**src/hw/rtl/kbl_pkg.sv**
```systemverilog
`timescale 1ns / 1ps
`default_nettype none

package kbl_pkg;

	localparam int MAX_NODES = 1024;
	localparam int MAX_KEYS  = 256;

	localparam int NODE_W  = $clog2(MAX_NODES) + 1;
	localparam int NADDR_W = $clog2(MAX_NODES);
	localparam int KADDR_W = $clog2(MAX_KEYS);
	localparam int KCNT_W  = $clog2(MAX_KEYS) + 1;
	localparam int KEY_W   = 64;
	localparam int OBJ_W   = 64;

	localparam logic [NODE_W-1:0] NODE_NONE = NODE_W'(MAX_NODES);
	localparam logic [KCNT_W-1:0] KEY_FULL  = KCNT_W'(MAX_KEYS);

	localparam logic [2:0] OP_ADD    = 3'd0;
	localparam logic [2:0] OP_REMOVE = 3'd1;
	localparam logic [2:0] OP_MOVE   = 3'd2;
	localparam logic [2:0] OP_WALK1  = 3'd3;
	localparam logic [2:0] OP_WALKN  = 3'd4;

	localparam logic [2:0] ST_OK          = 3'd0;
	localparam logic [2:0] ST_INACTIVE    = 3'd1;
	localparam logic [2:0] ST_WRONG_OBJ   = 3'd2;
	localparam logic [2:0] ST_KEY_MISSING = 3'd3;
	localparam logic [2:0] ST_POOL_FULL   = 3'd4;
	localparam logic [2:0] ST_TABLE_FULL  = 3'd5;
	localparam logic [2:0] ST_END         = 3'd6;
	localparam logic [2:0] ST_NO_NODE     = 3'd7;

	typedef struct packed {
		logic              go;
		logic [KEY_W-1:0]  key;
		logic [KCNT_W-1:0] count;
	} kbl_sreq_t;

	typedef struct packed {
		logic              done;
		logic              found;
		logic [KCNT_W-1:0] pos;
	} kbl_srch_t;

endpackage

`default_nettype wire

```
**src/hw/rtl/kbl_search.sv**
```systemverilog
`timescale 1ns / 1ps
`default_nettype none

module kbl_search (
	input  wire logic                       clk,
	input  wire logic                       arst_n,
	input  wire kbl_pkg::kbl_sreq_t         req,
	input  wire logic [kbl_pkg::KEY_W-1:0]  rd_data,
	output logic                            rd_en,
	output logic [kbl_pkg::KADDR_W-1:0]     rd_addr,
	output kbl_pkg::kbl_srch_t              rsp
);
	import kbl_pkg::*;

	typedef enum logic [1:0] {SR_IDLE, SR_TEST, SR_CMP} sr_state_t;

	sr_state_t         state_q;
	logic [KCNT_W-1:0] lo_q;
	logic [KCNT_W-1:0] hi_q;
	logic [KEY_W-1:0]  key_q;
	logic [KCNT_W:0]   mid_sum;
	logic [KADDR_W-1:0] mid;

	// probe at (lo + hi_incl) / 2, hi kept exclusive
	assign mid_sum = {1'b0, lo_q} + {1'b0, hi_q} - (KCNT_W+1)'(1);
	assign mid     = mid_sum[KADDR_W:1];
	assign rd_en   = (state_q == SR_TEST);
	assign rd_addr = mid;

	always_ff @(posedge clk or negedge arst_n) begin
		if (!arst_n) begin
			state_q   <= SR_IDLE;
			lo_q      <= '0;
			hi_q      <= '0;
			key_q     <= '0;
			rsp       <= '0;
		end else begin
			rsp.done <= 1'b0;
			unique case (state_q)
				SR_IDLE: begin
					if (req.go) begin
						lo_q    <= '0;
						hi_q    <= req.count;
						key_q   <= req.key;
						state_q <= SR_TEST;
					end
				end
				SR_TEST: begin
					if (lo_q < hi_q) begin
						state_q <= SR_CMP;
					end else begin
						rsp.done  <= 1'b1;
						rsp.found <= 1'b0;
						rsp.pos   <= lo_q;
						state_q   <= SR_IDLE;
					end
				end
				SR_CMP: begin
					if (rd_data == key_q) begin
						rsp.done  <= 1'b1;
						rsp.found <= 1'b1;
						rsp.pos   <= {1'b0, mid};
						state_q   <= SR_IDLE;
					end else if ($signed(rd_data) < $signed(key_q)) begin
						lo_q    <= {1'b0, mid} + KCNT_W'(1);
						state_q <= SR_TEST;
					end else begin
						hi_q    <= {1'b0, mid};
						state_q <= SR_TEST;
					end
				end
				default: state_q <= SR_IDLE;
			endcase
		end
	end

endmodule

`default_nettype wire

```
**config.mk**
```make
export PLATFORM = sky130hd
export DESIGN_NAME = kbl_search
export DESIGN_NICKNAME = d
export VERILOG_FILES = /design/src/hw/rtl/kbl_pkg.sv /design/src/hw/rtl/kbl_search.sv
export SDC_FILE = /design/constraint.sdc
export NUM_CORES = 1
export LEC_CHECK = 0
export BUFFER_PORTS_ARGS = -buffer_cell sky130_fd_sc_hd__buf_2
export CORE_ASPECT_RATIO = 1.5
export CORE_MARGIN = 5
export CORE_UTILIZATION = 45
export DETAILED_ROUTE_END_ITERATION = 16
export PLACE_DENSITY = 0.76
export REMOVE_ABC_BUFFERS = 1
export SLEW_MARGIN = 20
export SYNTH_ARGS = -nofsm -noshare
export SYNTH_HDL_FRONTEND = slang
export SYNTH_SLANG_ARGS = --single-unit
```
**constraint.sdc**
```tcl
create_clock -name clk -period 3.1 [get_ports clk]
set_input_delay 0.31 -clock clk [delete_from_list [all_inputs] [get_ports clk]]
set_output_delay 0.31 -clock clk [all_outputs]
set_load 0.05 [all_outputs]
```
==> results.sh, run 1 <==
export IMPL_rr_endpoint="hi_q[4]$_DFFE_PN0P_"
export IMPL_n_fill_cell=1238
export IMPL_drt_iter0_markers=109
export IMPL_synth_top_area_share_pct=37.1
export IMPL_cts_tree="done"
export IMPL_critPathCaptureType="primary output"
export IMPL_combPwrFrac_pct=66.2
export IMPL_required_ns=2.79
export IMPL_dp_hpwl_um=12800
export IMPL_tns_ns=0
export IMPL_start_kind="flip-flop"
export IMPL_switchingPower_uw=4180
export IMPL_vias=5195
export IMPL_dieHeight_um=156
export IMPL_wl_um=15700
export IMPL_grt_pass1_vias=5433
export IMPL_max_clock_path_buffers=2
export IMPL_outcome="complete, no violations"
export IMPL_h_tree_depth=3
export IMPL_p_int_uw=4970
export IMPL_clk_pin_slew_worst_paths_ns=0.07
export IMPL_netlist_area_um2=6400
export IMPL_synthArstFlopShare_pct=100
export IMPL_crit_reg2reg_launch="key_q[1]$_DFFE_PN0P_"
export IMPL_antenna_left=0
export IMPL_worstSkewPairLatency_ns=0.34
export IMPL_finalCritPeriodShare_pct=95.9
export IMPL_synth_distinct_cells=55
export IMPL_seqPwrFrac_pct=22.3
export IMPL_fin_nets=1039
export IMPL_wl_per_cell_um=15.6
export IMPL_ys_warnings_count=0
export IMPL_place_inst=985
export IMPL_slew_headroom_pct=43.2
export IMPL_initial_core_util_pct=45.8
export IMPL_die_area_um2=16800
export IMPL_dr_pass1_iters=4
export IMPL_io_buffers=159
export IMPL_grt_max_degree=66
export IMPL_arrival_ns=2.66
export IMPL_grt_antenna_before_repair=2
export IMPL_reg2reg_setup_slack_ns=0.18
export IMPL_power_density_nw_per_um2=1140
export IMPL_layout_common_cells="buf_2 (156), inv_1 (104), dfrtp_1 (95), ha_1 (89), mux2_2 (73)"
export IMPL_clock_root_buffer="clkbuf_16"
export IMPL_final_common_cell="buf_2"
export IMPL_die_w_um=107
export IMPL_setup_violations=0
export IMPL_fin_cells=1006
export IMPL_ios=160
export IMPL_worst_pin_slew_ns=0.852
export IMPL_critPathKind="flip-flop to primary output"
export IMPL_ys_seq_elements=95
export IMPL_multiInputGateArea_um2=3690
export IMPL_clock_sinks=95
export IMPL_min_period_ns=2.97
export IMPL_netlist_top_cell_by_area="dfrtp_1"
export IMPL_finClkSkew_ns=0.00909
export IMPL_core_region_area_um2=14000
export IMPL_final_layout_size_suffix_gt1_share_pct=37.6
export IMPL_power_leakage_uw=0.00415
export IMPL_routed_via_density=5.16
export IMPL_grt_pass1_wl_um=25200
export IMPL_r2r_cells=11
export IMPL_num_rows=53
export IMPL_area_delta_synth_final_pct=25.7
export IMPL_ys_top_cells_by_area="dfrtp_1 (37%), ha_1 (18%), mux2_2 (13%)"
export IMPL_yosysSeqAreaShare_pct=37.1
export IMPL_drc=0
export IMPL_cts_hold_buf=0
export IMPL_synth_main_ff_cell="dfrtp_1"
export IMPL_hold_path_class="input pin to async pin"
export IMPL_hold_violations=0
export IMPL_gp_congestion=0.871
export IMPL_synth_edff_count=0
export IMPL_fmax_mhz=336
export IMPL_power_share_clock_pct=11.5
export IMPL_grt_overflow=0
export IMPL_path_max_fanout=4
export IMPL_maxSlewViolCount=0
export IMPL_power_share_switching_pct=45.7
export IMPL_groute_usage_overall_pct=18.9
export IMPL_regArea_um2=2380
export IMPL_cap_viol_max_count=0
export IMPL_synth_cells=622
export IMPL_cts_buffers=9
export IMPL_ir_drop_mv=0.763
export IMPL_avgSynthCellArea_um2=10.3
[critical path, cell delays in order, from the launching register on]
cell	delay [ns]
dfrtp_1	0.44
inv_1	0.07
ha_1	0.33
inv_1	0.06
ha_1	0.33
o21ai_0	0.11
o21ai_0	0.27
a21o_1	0.19
a21oi_2	0.08
xnor2_2	0.25
buf_6	0.21
[state kept, by name, indices dropped and copies added, names as in the netlist]
register  count
key_q        64
hi_q          9
rsp          11
lo_q          9
state_q       2
[logic make-up (layout without fill, tap and decap cells)]
group | Yosys count | in the layout | share of synthesized area (%)
and+or+nand+nor | 105 | 105 | 8.79
adders and majority gates | 92 | 92 | 18.1
muxes | 86 | 86 | 14.9
xor gates and xnor gates | 10 | 10 | 1.49
other | 0 | 2 | 0
AOI/OAI and AO/OA | 117 | 117 | 12.6
DFF | 95 | 95 | 37.1
buffers and inverters | 117 | 307 | 7.05
[synthesized netlist by cell type, drive strengths merged, types with 2 or more instances]
cell type and instances:
o31ai 2, dfrtp 95, o221a 2, a21o 14
nand4 17, mux2 73, o32ai 8, nand3 8
nor4 4, inv 104, o211ai 3, nand3b 2
buf 3, and3 2, o21a 6, a21oi 38
nor3b 4, o31a 3, and2 2, a211oi 3
nor2b 5, o21ai 17, nand2b 5, nor2 11
xor2 3, mux2i 13, a221oi 2, nor3 10
xnor2 7, a2111oi 3, clkbuf 10, or3 3
a31oi 2, ha 91, a22o 8, or2 4
nand2 25
[worst max path at each step]
stage | start | endpoint | slack, ns | cells after the start
global placement | rd_data[50] | lo_q[2]$_DFFE_PN0P_ | 0.03 | 12
detailed placement | rd_data[50] | lo_q[5]$_DFFE_PN0P_ | -0.005 | 12
finish | lo_q[4]$_DFFE_PN0P_ | rd_addr[7] | 0.13 | 10
CTS | key_q[50]$_DFFE_PN0P_ | lo_q[5]$_DFFE_PN0P_ | 0.03 | 12
floorplan | lo_q[1]$_DFFE_PN0P_ | lo_q[8]$_DFFE_PN0P_ | -0.59 | 14
global route | key_q[1]$_DFFE_PN0P_ | lo_q[6]$_DFFE_PN0P_ | -0.004 | 11
[power groups by stage]
stage          registers, uW  logic, uW  clock network (uW)
2_1_floorplan           1990       4080                   0
3_3_place_gp            2040       5550                   0
3_5_place_dp            2070       5650                   0
4_1_cts                 2040       5850                1080
5_1_grt                 2110       6670                1140
6_report                2040       6060                1050
[cell type report]
class | instances | share of cell area (%)
clock buffer | 11 | 3.02
sequential | 95 | 29.5
tap | 192 | 2.98
timing repair buffer | 187 | 13.1
inverter | 104 | 4.85
clock inverter | 5 | 0.513
antenna | 2 | 0.0622
multi-input combinational | 410 | 45.9
[stage by stage]
stage | total power [uW] | utilization [%] | hold slack [ns] | instance area (um^2) | worst slack, ns
global placement | 7590 | 54.4 | 0.412 | 7610 | 0.0297
finish | 9150 | 57.5 | 0.0156 | 8050 | 0.128
global route | 9910 | 57.5 | 0.0673 | 8050 | -0.00378
floorplan | 6070 | - | 0.0144 | 6340 | -0.592
detailed placement | 7710 | 54.4 | 0.418 | 7610 | -0.00467
CTS | 8970 | 56.7 | 0.0484 | 7940 | 0.0259
[layer usage]
metal | vias up | track usage (%) | share of wire, %
li1 | 2573 | - | -
met1 | 2434 | 20.8 | 37
met2 | 144 | 34.4 | 54
met3 | 44 | 3.52 | 4.1
met4 | 0 | 9.69 | 4.3
met5 | - | 0 | 0
[what timing repair did]
action	in CTS	in global routing
gates resized for setup	8	23
pin swaps	1	6
buffers inserted	2	1
endpoints found under the setup margin	2	30
(Power assumes the default switching activity.)
==> run 2, diff against run 1 <==
--- a/config.mk
+++ b/config.mk
@@ -7,10 +7,10 @@
 export LEC_CHECK = 0
 export BUFFER_PORTS_ARGS = -buffer_cell sky130_fd_sc_hd__buf_2
 export CORE_ASPECT_RATIO = 1.5
-export CORE_MARGIN = 5
+export CORE_MARGIN = 2
 export CORE_UTILIZATION = 45
 export DETAILED_ROUTE_END_ITERATION = 16
-export PLACE_DENSITY = 0.76
+export PLACE_DENSITY = 0.73
 export REMOVE_ABC_BUFFERS = 1
 export SLEW_MARGIN = 20
 export SYNTH_ARGS = -nofsm -noshare
==> constraint.sdc (replaced) <==
create_clock -name clk -period 3.5 [get_ports clk]
set_input_delay 0.35 -clock clk [delete_from_list [all_inputs] [get_ports clk]]
set_output_delay 0.35 -clock clk [all_outputs]
set_load 0.05 [all_outputs]
==> results.sh, run 2 (synthesized netlist as in run 1, its figures left out) <==
export IMPL_dp_hpwl_um=12700
export IMPL_worst_path_stages=12
export IMPL_final_util_pct=56.1
export IMPL_initial_core_util_pct=45.8
export IMPL_n_fill_cell=1272
export IMPL_clock_sinks=95
export IMPL_cts_tree="done"
export IMPL_place_inst=974
export IMPL_vias=5138
export IMPL_grt_antenna_before_repair=1
export IMPL_slew_headroom_pct=42.4
export IMPL_seqPwrFrac_pct=23.2
export IMPL_wl_um=15600
export IMPL_power_share_switching_pct=46.4
export IMPL_fin_cells=993
export IMPL_fmax_mhz=307
export IMPL_r2r_cells=10
export IMPL_required_ns=3.15
export IMPL_drc=0
export IMPL_worst_pin_slew_ns=0.865
export IMPL_ir_drop_mv=0.879
export IMPL_dr_pass1_iters=5
export IMPL_post_cts_buffers=0
export IMPL_die_area_um2=15200
export IMPL_combPwrFrac_pct=63.4
export IMPL_power_leakage_uw=0.00408
export IMPL_max_clock_path_buffers=2
export IMPL_grt_overflow=0
export IMPL_start_kind="flip-flop"
export IMPL_whs_path_depth=2
export IMPL_power_share_clock_pct=13.4
export IMPL_clock_root_buffer="clkbuf_16"
export IMPL_largest_reg_flops=64
export IMPL_h_tree_depth=3
export IMPL_groute_usage_overall_pct=21.2
export IMPL_drt_iter0_markers=178
export IMPL_clk_pin_slew_worst_paths_ns=0.07
export IMPL_p_int_uw=4190
export IMPL_hold_end="key_q[41]$_DFFE_PN0P_"
export IMPL_antenna_left=0
export IMPL_final_common_cell="buf_2"
export IMPL_maxSlewViolCount=0
export IMPL_regMostFlops="key_q"
export IMPL_reg2reg_setup_slack_ns=0.26
export IMPL_critPathSlowestCell="dfrtp_1"
export IMPL_area_delta_synth_final_pct=22.7
export IMPL_worstPathCellList="inv_1 > ha_1 > inv_1 > ha_1 > inv_1 > fa_1 > nor2b_1 > o31a_1 > o21ai_0 > nor3b_2 > nor2_4 > buf_6"
export IMPL_critPathKind="flip-flop to primary output"
export IMPL_crit_buf_inv=4
export IMPL_num_rows=53
export IMPL_ios=160
export IMPL_power_density_nw_per_um2=995
export IMPL_final_layout_size_suffix_gt1_share_pct=34.3
export IMPL_dieHeight_um=150
export IMPL_layout_common_cells="buf_2 (156), inv_1 (104), dfrtp_1 (95), ha_1 (91), mux2_2 (73)"
export IMPL_critPathCaptureType="primary output"
export IMPL_grt_pass1_vias=5405
export IMPL_finalCritPeriodShare_pct=92.9
export IMPL_die_w_um=101
export IMPL_arrival_ns=2.90
export IMPL_hold_path_class="input pin to flip-flop"
export IMPL_finClkSkew_ns=0.00562
export IMPL_io_buffers=159
export IMPL_reg_top3="key_q x64, rsp x11"
export IMPL_crit_family="adder cells"
export IMPL_cts_buffers=9
export IMPL_crit_top_cell="inv_1"
export IMPL_rsz0062_at_grt="false"
export IMPL_worstSkewPairLatency_ns=0.34
export IMPL_setup_violations=0
export IMPL_cap_viol_max_count=0
export IMPL_outcome="complete, no violations"
export IMPL_switchingPower_uw=3620
export IMPL_grt_max_degree=66
export IMPL_routed_via_density=5.17
export IMPL_fin_nets=1026
export IMPL_min_period_ns=3.25
export IMPL_rr_endpoint="hi_q[3]$_DFFE_PN0P_"
export IMPL_slowest_delay_ns=0.40
export IMPL_hold_violations=0
export IMPL_crit_reg2reg_launch="key_q[15]$_DFFE_PN0P_"
export IMPL_report_power_total_uw=7810
export IMPL_gp_congestion=0.839
export IMPL_path_max_fanout=4
export IMPL_grt_pass1_wl_um=25000
export IMPL_wl_per_cell_um=15.7
export IMPL_core_region_area_um2=14000
export IMPL_hold_start="req[50]"
run 2: power groups by stage:
| stage | registers (uW) | logic (uW) | clock network [uW] |
|---|---|---|---|
| global placement | 1810 | 4700 | 0 |
| floorplan | 1760 | 3610 | 0 |
| global route | 1880 | 5470 | 1120 |
| finish | 1810 | 4950 | 1050 |
| detailed placement | 1830 | 4810 | 0 |
| CTS | 1820 | 4860 | 1070 |
run 2: how the worst max path moves through the flow:
stage	start	slack (ns)	endpoint
2_1_floorplan	lo_q[1]$_DFFE_PN0P_	-0.19	lo_q[8]$_DFFE_PN0P_
3_3_place_gp	rd_data[15]	0.32	hi_q[1]$_DFFE_PN0P_
3_5_place_dp	rd_data[15]	0.19	hi_q[3]$_DFFE_PN0P_
4_1_cts	lo_q[2]$_DFFE_PN0P_	0.05	rd_addr[7]
5_1_grt	lo_q[2]$_DFFE_PN0P_	0.006	rd_addr[7]
6_report	lo_q[1]$_DFFE_PN0P_	0.25	rd_addr[6]
run 2: area by class of cell:
class                   instances  area (um^2)  share of cell area [%]
diodes                          2         5.00                  0.0637
repair buffers                174          922                    11.7
clock buffers                  11          233                    2.96
inverters                     104          390                    4.97
flip-flops and latches         95         2380                    30.3
clock inverters                 5         81.3                    1.04
well taps                     192          240                    3.06
multi-input cells             410         3600                    45.9
run 2: routing by layer:
metal	share of wire (%)	global-route usage, %	vias up
met5	0	0	-
met4	1.8	6.49	0
met3	4.8	5.32	23
met2	57	40.6	131
met1	37	22.3	2441
li1	-	-	2543
run 2: per-stage QoR:
step | area, um^2 | TNS [ns] | hold slack, ns | worst slack (ns)
floorplan | 6340 | -0.985 | 0.0544 | -0.192
global placement | 7490 | 0 | 0.281 | 0.319
detailed placement | 7490 | 0 | 0.279 | 0.192
CTS | 7810 | 0 | 0.222 | 0.0460
global route | 7850 | 0 | 0.220 | 0.00636
finish | 7850 | 0 | 0.235 | 0.248
run 2: timing repair:
item / 4_1_cts / 5_1_grt
setup endpoints to repair: 1 / 2
endpoints found under the hold margin: 25 / 0
pin swaps: 0 / 0
resized for setup: 1 / 10
hold buffers: 1 / 0
